$ cat src/hdl/dss_pkg.sv
// shared definitions for the two-stack shared memory block
package dss_pkg;

    localparam int DEPTH_DEF      = 64;
    localparam int DATA_WIDTH_DEF = 32;

    localparam logic [1:0] OP_PUSH = 2'd0;
    localparam logic [1:0] OP_POP  = 2'd1;
    localparam logic [1:0] OP_DUMP = 2'd2;

    localparam logic [1:0] STAT_OK       = 2'd0;
    localparam logic [1:0] STAT_OVERFLOW = 2'd1;
    localparam logic [1:0] STAT_EMPTY    = 2'd2;

    typedef struct packed {
        logic [1:0]         operation;
        logic               which_stack;
        logic signed [31:0] push_value;
    } in_t;

    typedef struct packed {
        logic [1:0]         status;
        logic signed [31:0] element;
        logic               last;
    } out_t;

    typedef enum logic {
        S_IDLE,
        S_EMIT
    } state_t;

    typedef struct packed {
        logic       push_wr;
        logic       load_stat;
        logic [1:0] stat;
        logic       pop_start;
        logic       dump_start;
        logic       load_data;
    } cmd_t;

    typedef struct packed {
        logic full;
        logic lower_empty;
        logic upper_empty;
        logic out_free;
        logic emit_last;
    } sts_t;

endpackage

$ cat src/hdl/dual_stack_shared_array_top.sv
// top level: two stacks sharing one memory, controller plus datapath
// results: push or failed op registers its result in the cycle after acceptance;
// pop reads memory into rdata_reg, then loads the element into the result register
// throughput: one push per cycle unless the output stalls; pop or dump takes no new
// request until done; dump: one element per cycle (single read port) unless stalled
// reset: synchronous active-low aresetn empties both stacks, memory not cleared
module dual_stack_shared_array_top
    import dss_pkg::*;
#(
    parameter int DEPTH      = DEPTH_DEF,
    parameter int DATA_WIDTH = DATA_WIDTH_DEF
) (
    input  logic aclk,
    input  logic aresetn,
    input  logic s_valid,
    output logic s_ready,
    input  in_t  s_data,
    output logic m_valid,
    input  logic m_ready,
    output out_t m_data
);

    cmd_t cmd;
    sts_t sts;

    dss_ctrl u_ctrl (
        .aclk    (aclk),
        .aresetn (aresetn),
        .s_valid (s_valid),
        .s_data  (s_data),
        .s_ready (s_ready),
        .sts     (sts),
        .cmd     (cmd)
    );

    dss_dpath #(
        .DEPTH      (DEPTH),
        .DATA_WIDTH (DATA_WIDTH)
    ) u_dpath (
        .aclk    (aclk),
        .aresetn (aresetn),
        .s_data  (s_data),
        .cmd     (cmd),
        .sts     (sts),
        .m_ready (m_ready),
        .m_valid (m_valid),
        .m_data  (m_data)
    );

endmodule

$ cat src/hdl/dss_ctrl.sv
// controller state machine for the two-stack shared memory block
module dss_ctrl
    import dss_pkg::*;
(
    input  logic   aclk,
    input  logic   aresetn,
    input  logic   s_valid,
    input  in_t    s_data,
    output logic   s_ready,
    input  sts_t   sts,
    output cmd_t   cmd
);

    state_t state_reg, state_next;
    logic   sel_empty;

    always_ff @(posedge aclk) begin
        if (!aresetn) begin
            state_reg <= S_IDLE;
        end else begin
            state_reg <= state_next;
        end
    end

    assign sel_empty = s_data.which_stack ? sts.upper_empty : sts.lower_empty;

    always_comb begin
        state_next = state_reg;
        s_ready    = 1'b0;
        cmd        = '0;
        case (state_reg)
            S_IDLE: begin
                s_ready = sts.out_free;
                if (s_valid && sts.out_free) begin
                    case (s_data.operation)
                        OP_PUSH: begin
                            cmd.load_stat = 1'b1;
                            if (sts.full) begin
                                cmd.stat = STAT_OVERFLOW;
                            end else begin
                                cmd.stat    = STAT_OK;
                                cmd.push_wr = 1'b1;
                            end
                        end
                        OP_POP, OP_DUMP: begin
                            if (sel_empty) begin
                                cmd.load_stat = 1'b1;
                                cmd.stat      = STAT_EMPTY;
                            end else begin
                                cmd.pop_start  = (s_data.operation == OP_POP);
                                cmd.dump_start = (s_data.operation == OP_DUMP);
                                state_next     = S_EMIT;
                            end
                        end
                        default: begin
                        end
                    endcase
                end
            end
            S_EMIT: begin
                if (sts.out_free) begin
                    cmd.load_data = 1'b1;
                    if (sts.emit_last) begin
                        state_next = S_IDLE;
                    end
                end
            end
            default: begin
                state_next = S_IDLE;
            end
        endcase
    end

endmodule

$ cat src/hdl/dss_dpath.sv
// datapath: shared memory, stack counts, read pointer and result register
module dss_dpath
    import dss_pkg::*;
#(
    parameter int DEPTH      = DEPTH_DEF,
    parameter int DATA_WIDTH = DATA_WIDTH_DEF
) (
    input  logic aclk,
    input  logic aresetn,
    input  in_t  s_data,
    input  cmd_t cmd,
    output sts_t sts,
    input  logic m_ready,
    output logic m_valid,
    output out_t m_data
);

    localparam int AW = (DEPTH > 1) ? $clog2(DEPTH) : 1;
    localparam int CW = $clog2(DEPTH + 1);
    localparam logic [CW:0]   DEPTH_S = (CW + 1)'(DEPTH);
    localparam logic [CW-1:0] DEPTH_C = CW'(DEPTH);
    localparam logic [CW-1:0] TOP_C   = CW'(DEPTH - 1);
    localparam logic [CW-1:0] ONE_C   = CW'(1);

    logic [DATA_WIDTH-1:0] mem [DEPTH];
    logic [DATA_WIDTH-1:0] rdata_reg;
    logic [DATA_WIDTH-1:0] wdata;
    logic [31:0]           elem;

    logic [CW-1:0] lower_cnt_reg, upper_cnt_reg;
    logic [CW-1:0] rem_reg, rem_next;
    logic [AW-1:0] ptr_reg, ptr_next;
    logic          sel_reg, sel_next;
    logic          m_valid_reg;
    out_t          m_data_reg;

    logic [CW:0]   used;
    logic [AW-1:0] push_addr, start_addr, step_addr, rd_addr;
    logic          start, advance, rd_en;

    generate
        if (DATA_WIDTH >= 32) begin : g_wide
            assign wdata = {{(DATA_WIDTH - 32 + 1){s_data.push_value[31]}},
                            s_data.push_value[30:0]};
            assign elem  = rdata_reg[31:0];
        end else begin : g_narrow
            assign wdata = s_data.push_value[DATA_WIDTH-1:0];
            assign elem  = {{(32 - DATA_WIDTH){1'b0}}, rdata_reg};
        end
    endgenerate

    assign used = {1'b0, lower_cnt_reg} + {1'b0, upper_cnt_reg};

    assign sts.full        = (used >= DEPTH_S);
    assign sts.lower_empty = (lower_cnt_reg == '0);
    assign sts.upper_empty = (upper_cnt_reg == '0);
    assign sts.out_free    = !m_valid_reg || m_ready;
    assign sts.emit_last   = (rem_reg == ONE_C);

    assign push_addr  = s_data.which_stack ? AW'(TOP_C - upper_cnt_reg)
                                           : AW'(lower_cnt_reg);
    assign start_addr = s_data.which_stack ? AW'(DEPTH_C - upper_cnt_reg)
                                           : AW'(lower_cnt_reg - ONE_C);
    assign step_addr  = sel_reg ? AW'(ptr_reg + AW'(1)) : AW'(ptr_reg - AW'(1));

    assign start   = cmd.pop_start || cmd.dump_start;
    assign advance = cmd.load_data && !sts.emit_last;
    assign rd_en   = start || advance;
    assign rd_addr = start ? start_addr : step_addr;

    always_comb begin
        ptr_next = ptr_reg;
        rem_next = rem_reg;
        sel_next = sel_reg;
        if (start) begin
            ptr_next = start_addr;
            sel_next = s_data.which_stack;
            if (cmd.pop_start) begin
                rem_next = ONE_C;
            end else begin
                rem_next = s_data.which_stack ? upper_cnt_reg : lower_cnt_reg;
            end
        end else if (advance) begin
            ptr_next = step_addr;
            rem_next = rem_reg - ONE_C;
        end
    end

    always_ff @(posedge aclk) begin
        if (cmd.push_wr) begin
            mem[push_addr] <= wdata;
        end
        if (rd_en) begin
            rdata_reg <= mem[rd_addr];
        end
    end

    always_ff @(posedge aclk) begin
        if (!aresetn) begin
            lower_cnt_reg <= '0;
            upper_cnt_reg <= '0;
            rem_reg       <= '0;
            ptr_reg       <= '0;
            sel_reg       <= 1'b0;
            m_valid_reg   <= 1'b0;
        end else begin
            rem_reg <= rem_next;
            ptr_reg <= ptr_next;
            sel_reg <= sel_next;
            if (cmd.push_wr) begin
                if (s_data.which_stack) begin
                    upper_cnt_reg <= upper_cnt_reg + ONE_C;
                end else begin
                    lower_cnt_reg <= lower_cnt_reg + ONE_C;
                end
            end else if (cmd.pop_start) begin
                if (s_data.which_stack) begin
                    upper_cnt_reg <= upper_cnt_reg - ONE_C;
                end else begin
                    lower_cnt_reg <= lower_cnt_reg - ONE_C;
                end
            end
            if (cmd.load_stat || cmd.load_data) begin
                m_valid_reg <= 1'b1;
            end else if (m_ready) begin
                m_valid_reg <= 1'b0;
            end
        end
    end

    always_ff @(posedge aclk) begin
        if (cmd.load_stat) begin
            m_data_reg.status  <= cmd.stat;
            m_data_reg.element <= '0;
            m_data_reg.last    <= 1'b1;
        end else if (cmd.load_data) begin
            m_data_reg.status  <= STAT_OK;
            m_data_reg.element <= elem;
            m_data_reg.last    <= sts.emit_last;
        end
    end

    assign m_valid = m_valid_reg;
    assign m_data  = m_data_reg;

`ifndef SYNTHESIS
    a_no_overfill: assert property (@(posedge aclk) disable iff (!aresetn)
        used <= DEPTH_S)
        else $error("stack counts exceed memory depth");

    a_push_not_full: assert property (@(posedge aclk) disable iff (!aresetn)
        cmd.push_wr |-> !sts.full)
        else $error("push written into full memory");

    a_emit_has_rem: assert property (@(posedge aclk) disable iff (!aresetn)
        cmd.load_data |-> (rem_reg != '0))
        else $error("element emitted with no remaining count");

    a_out_not_lost: assert property (@(posedge aclk) disable iff (!aresetn)
        (m_valid_reg && !m_ready) |-> !(cmd.load_stat || cmd.load_data))
        else $error("result register overwritten while stalled");
`endif

endmodule
$ cat config.mk
export PLATFORM = sky130hd
export DESIGN_NAME = dual_stack_shared_array_top
export DESIGN_NICKNAME = d
export VERILOG_FILES = /design/src/hdl/dss_pkg.sv /design/src/hdl/dual_stack_shared_array_top.sv /design/src/hdl/dss_ctrl.sv /design/src/hdl/dss_dpath.sv
export SDC_FILE = /design/constraint.sdc
export NUM_CORES = 2
export LEC_CHECK = 0
export ABC_AREA = 1
export BUFFER_PORTS_ARGS = -buffer_cell sky130_fd_sc_hd__buf_2
export CAP_MARGIN = 20
export CELL_PAD_IN_SITES_DETAIL_PLACEMENT = 1
export CELL_PAD_IN_SITES_GLOBAL_PLACEMENT = 1
export CORE_AREA = 3 3 566 568
export CTS_CLUSTER_SIZE = 25
export DETAILED_ROUTE_END_ITERATION = 7
export DIE_AREA = 0 0 569 571
export PLACE_DENSITY = 0.56
export SYNTH_ARGS = -nofsm -noshare
export SYNTH_HDL_FRONTEND = slang
export SYNTH_HIERARCHICAL = 1
export SYNTH_SLANG_ARGS = --single-unit
$ cat constraint.sdc
create_clock -name aclk -period 5.4 [get_ports aclk]
set_input_delay 0.27 -clock aclk [delete_from_list [all_inputs] [get_ports aclk]]
set_output_delay 0.27 -clock aclk [all_outputs]
set_load 0.01 [all_outputs]
==> summary.md <==
| Metric | Value |
|---|---|
| Status | `complete, no violations` |
| DR iter-0 viols | `5,715` |
| Average size of a mapped cell | `10.37 µm²` |
| Maximum vdd ir drop | `0.0003152 V` |
| Vias in the first global route | `68.85k` |
| Placement Setup Slack | `716.5 ps` |
| Vias | `66.94k` |
| Mapped Area | `94,500 µm²` |
| Syn Nets | `9,177` |
| DP Wirelength | `187,300 µm` |
| Max-slew headroom | `0.2997` |
| Hold Vio Cnt, Final | `0` |
| Sum Neg Setup Slack | `0 ps` |
| Clock buffer depth | `4` |
| DR vias/cell | `4.933` |
| Final Core Density | `0.3440` |
| Reg clk slew, reported paths | `70 ps` |
| Net Sw Frac | `0.3540` |
| Final setup skew | `66.14 ps` |
| EDFF count, synth | `2,082` |
| Synth warn | `6` |
| Pint | `30.72 mW` |
| Post-route ant nets | `0` |
| CP startpoint kind | `flip-flop` |
| Fin crit period | `4791 ps` |
| Ports | `76` |
| Routed WL | `329,000 µm` |
| Setup WS post-layout | `609.3 ps` |
| Post-synth ARST share | `0` |
| DRC viols | `0` |
| Num CTS Buffers | `240` |
| RSZ-0062 raised after global routing | `false` |
| WP data arrival | `5400 ps` |
| Cell Count, Final, Fillers Out | `13.57k` |
| Initial core utilization | `0.2998` |
| Synthesis-to-finish area growth | `14.73%` |
| Share of cells above drive strength 1 | `0.07963` |
| Clk pwr share | `0.324` |
| CP Capture Type | `flip-flop` |
| Die area | `324,900 µm²` |
| Wirelength per Cell | `24.24 µm` |
| Final GP Congestion | `0.8103` |
| Sw Pwr | `16.83 mW` |
| Slew Viols, Final | `0` |
| DR pass1 iterations | `5` |
| HP Class | `in -> reg` |
| Setup CP Type | `reg -> reg` |
| Hold slack | `48.54 ps` |
| I/O Buffers | `75` |
| Initial antenna violation count | `15` |
| Syn Inst Count | `9,110` |
| Flop pwr share | `0.396` |
| # rows | `206` |
| Die W | `569 µm` |
| Logic pwr share | `0.280` |
| GRT Resource Usage Total | `0.1985` |
| CTS tree | `yes` |
| Cell Pwr Density | `438.6 nW/µm²` |
| Seq/Total Area, Yosys | `0.6749` |
| Tcrit/Tclk final | `0.8872` |
| Max-capacitance violation count | `0` |
| Setup-failing EPs final | `0` |
| Pin count of the biggest net entering global routing | `125` |
| First-pass GRT wire length | `477,900 µm` |
| Leak | `44.56 nW` |
| Critical path data required time | `6010 ps` |
| Root Buffer | `clkbuf_16` |
| Worst skew pair latency | `920 ps` |
| Measured slew at the worst slew-check pin | `1047 ps` |
| Most frequent cells in the layout | `nand3_1, edfxtp_1, nand2_1` |
| Synthesized flop and latch total | `2,145` |
| Die Y | `571 µm` |
| CTS Sinks | `2,145` |
| Max FFs per register | `2,048` |
| # H-tree levels | `4` |
| Placed instance count | `13.12k` |
| Fin nets | `9,276` |
| Primary FF master, synth | `edfxtp_1` |
| Crit Path Max Fanout | `74` |
| Grt ovf | `0` |
| Most common cell after layout, fill and taps aside | `nand3_1` |
| Core area | `315,200 µm²` |
| Max Fclk | `0.2087 GHz` |
| Post-synthesis cell type count | `39` |
[cells in the mapped netlist, types with 2 or more instances]
| master | instances | share of area |
|---|---|---|
| nand2_1 | 1928 | 0.077 |
| xor2_1 | 11 | 0.0010 |
| a21oi_2 | 2 | 0.00019 |
| buf_1 | 45 | 0.0018 |
| nor2_1 | 150 | 0.0060 |
| nand4_1 | 11 | 0.00073 |
| nand2_4 | 3 | 0.00036 |
| nand3b_1 | 129 | 0.010 |
| buf_4 | 42 | 0.0033 |
| o211ai_1 | 4 | 0.00032 |
| nor4_1 | 6 | 0.00040 |
| buf_6 | 26 | 0.0031 |
| inv_1 | 1861 | 0.074 |
| fa_1 | 3 | 0.00064 |
| o21ai_1 | 2 | 0.00011 |
| inv_2 | 5 | 0.00020 |
| nor3_1 | 9 | 0.00048 |
| a311oi_1 | 3 | 0.00028 |
| nand2_2 | 6 | 0.00040 |
| dfxtp_1 | 63 | 0.013 |
| edfxtp_1 | 2082 | 0.66 |
| ha_1 | 25 | 0.0033 |
| a21oi_1 | 41 | 0.0022 |
| clkbuf_1 | 116 | 0.0046 |
| o21ai_0 | 76 | 0.0040 |
| buf_2 | 271 | 0.014 |
| a31oi_1 | 2 | 0.00013 |
| clkinv_1 | 2 | 0.000079 |
| nand3_1 | 2174 | 0.12 |
| a221oi_1 | 2 | 0.00019 |
| xnor2_1 | 2 | 0.00019 |
[critical path: stages, from the launching register on]
cell and delay [ps]:
dfxtp_1 490, inv_1 140, ha_1 240, inv_1 90, nor3_1 70, nand3_1 110
nor2_1 50, inv_1 50, nand2_1 60, nand2_1 70, nand2_1 60, nor2_1 340
inv_2 90, nand2_4 230, nand3_4 180, nand2_4 540, buf_12 360, nand2_1 100
nand3_1 90, nand3_1 100, nand3_1 130, nand3_1 220, nand3_1 440, nand2_1 100
[through the flow]
step                total power [mW]  cell area (µm²)
global route                   49.64           108400
finish                         47.56           108400
global placement               32.39           101100
detailed placement             32.51           101100
CTS                            47.98           108400
floorplan                      26.14            94500
[timing repair]
action | 4_1_cts | 5_1_grt
hold endpoints to repair | 68 | 0
buffers inserted | 0 | 0
hold buffers | 10 | 0
resized for setup | 0 | 0
[final timing paths]
check	start	endpoint	slack (ps)	depth (start not counted)
max	u_dpath/lower_cnt_reg[0]	u_dpath/elem[3]	610	23
max reg2reg	u_dpath/lower_cnt_reg[0]	u_dpath/elem[3]	610	23
min reg2reg	u_dpath/rem_reg[4]	u_dpath/rem_reg[4]	500	2
min	s_data[19]	u_dpath/mem[29][19]	50	2
[final cells by class]
cell class                 count  area (µm²)
sequential                  2145       63780
tap                         4160        5205
fill                       35060      206800
timing repair buffer         357        3491
clock buffer                 320        6427
antenna                        5       12.51
multi-input combinational   4596       21680
inverter                    1869        7032
clock inverter               119       794.5
[cells by family (layout without fill, tap and decap cells)]
logic type	Yosys count	in the layout	synth area share
buffers and inverters	2369	2665	0.1014
other	0	5	0
adders and majority gates	28	28	0.003946
DFF	2145	2145	0.6749
AOI/OAI and AO/OA	136	136	0.007825
and+or+nand+nor	4419	4419	0.2107
xor gates and xnor gates	13	13	0.001205
[routing by layer]
layer | wire length, µm | part of all wire | GRT usage | up-vias
li1 | - | - | - | 30110
met1 | 146400 | 0.45 | 0.2702 | 34760
met5 | 0 | 0 | 0 | -
met4 | 8961 | 0.027 | 0.05171 | 0
met3 | 17320 | 0.053 | 0.02588 | 421
met2 | 156300 | 0.47 | 0.3332 | 1654
[power groups by stage]
stage                     clock, mW  combinational (mW)  sequential (mW)
final                          15.4                13.3             18.8
after global routing           16.5                14.3             18.9
after CTS                      15.8                13.3             18.9
after detailed placement          0                13.3             19.2
after global placement            0                13.2             19.2
after floorplan                   0                7.06             19.1
Note: power is estimated with default switching activity, not from simulation.
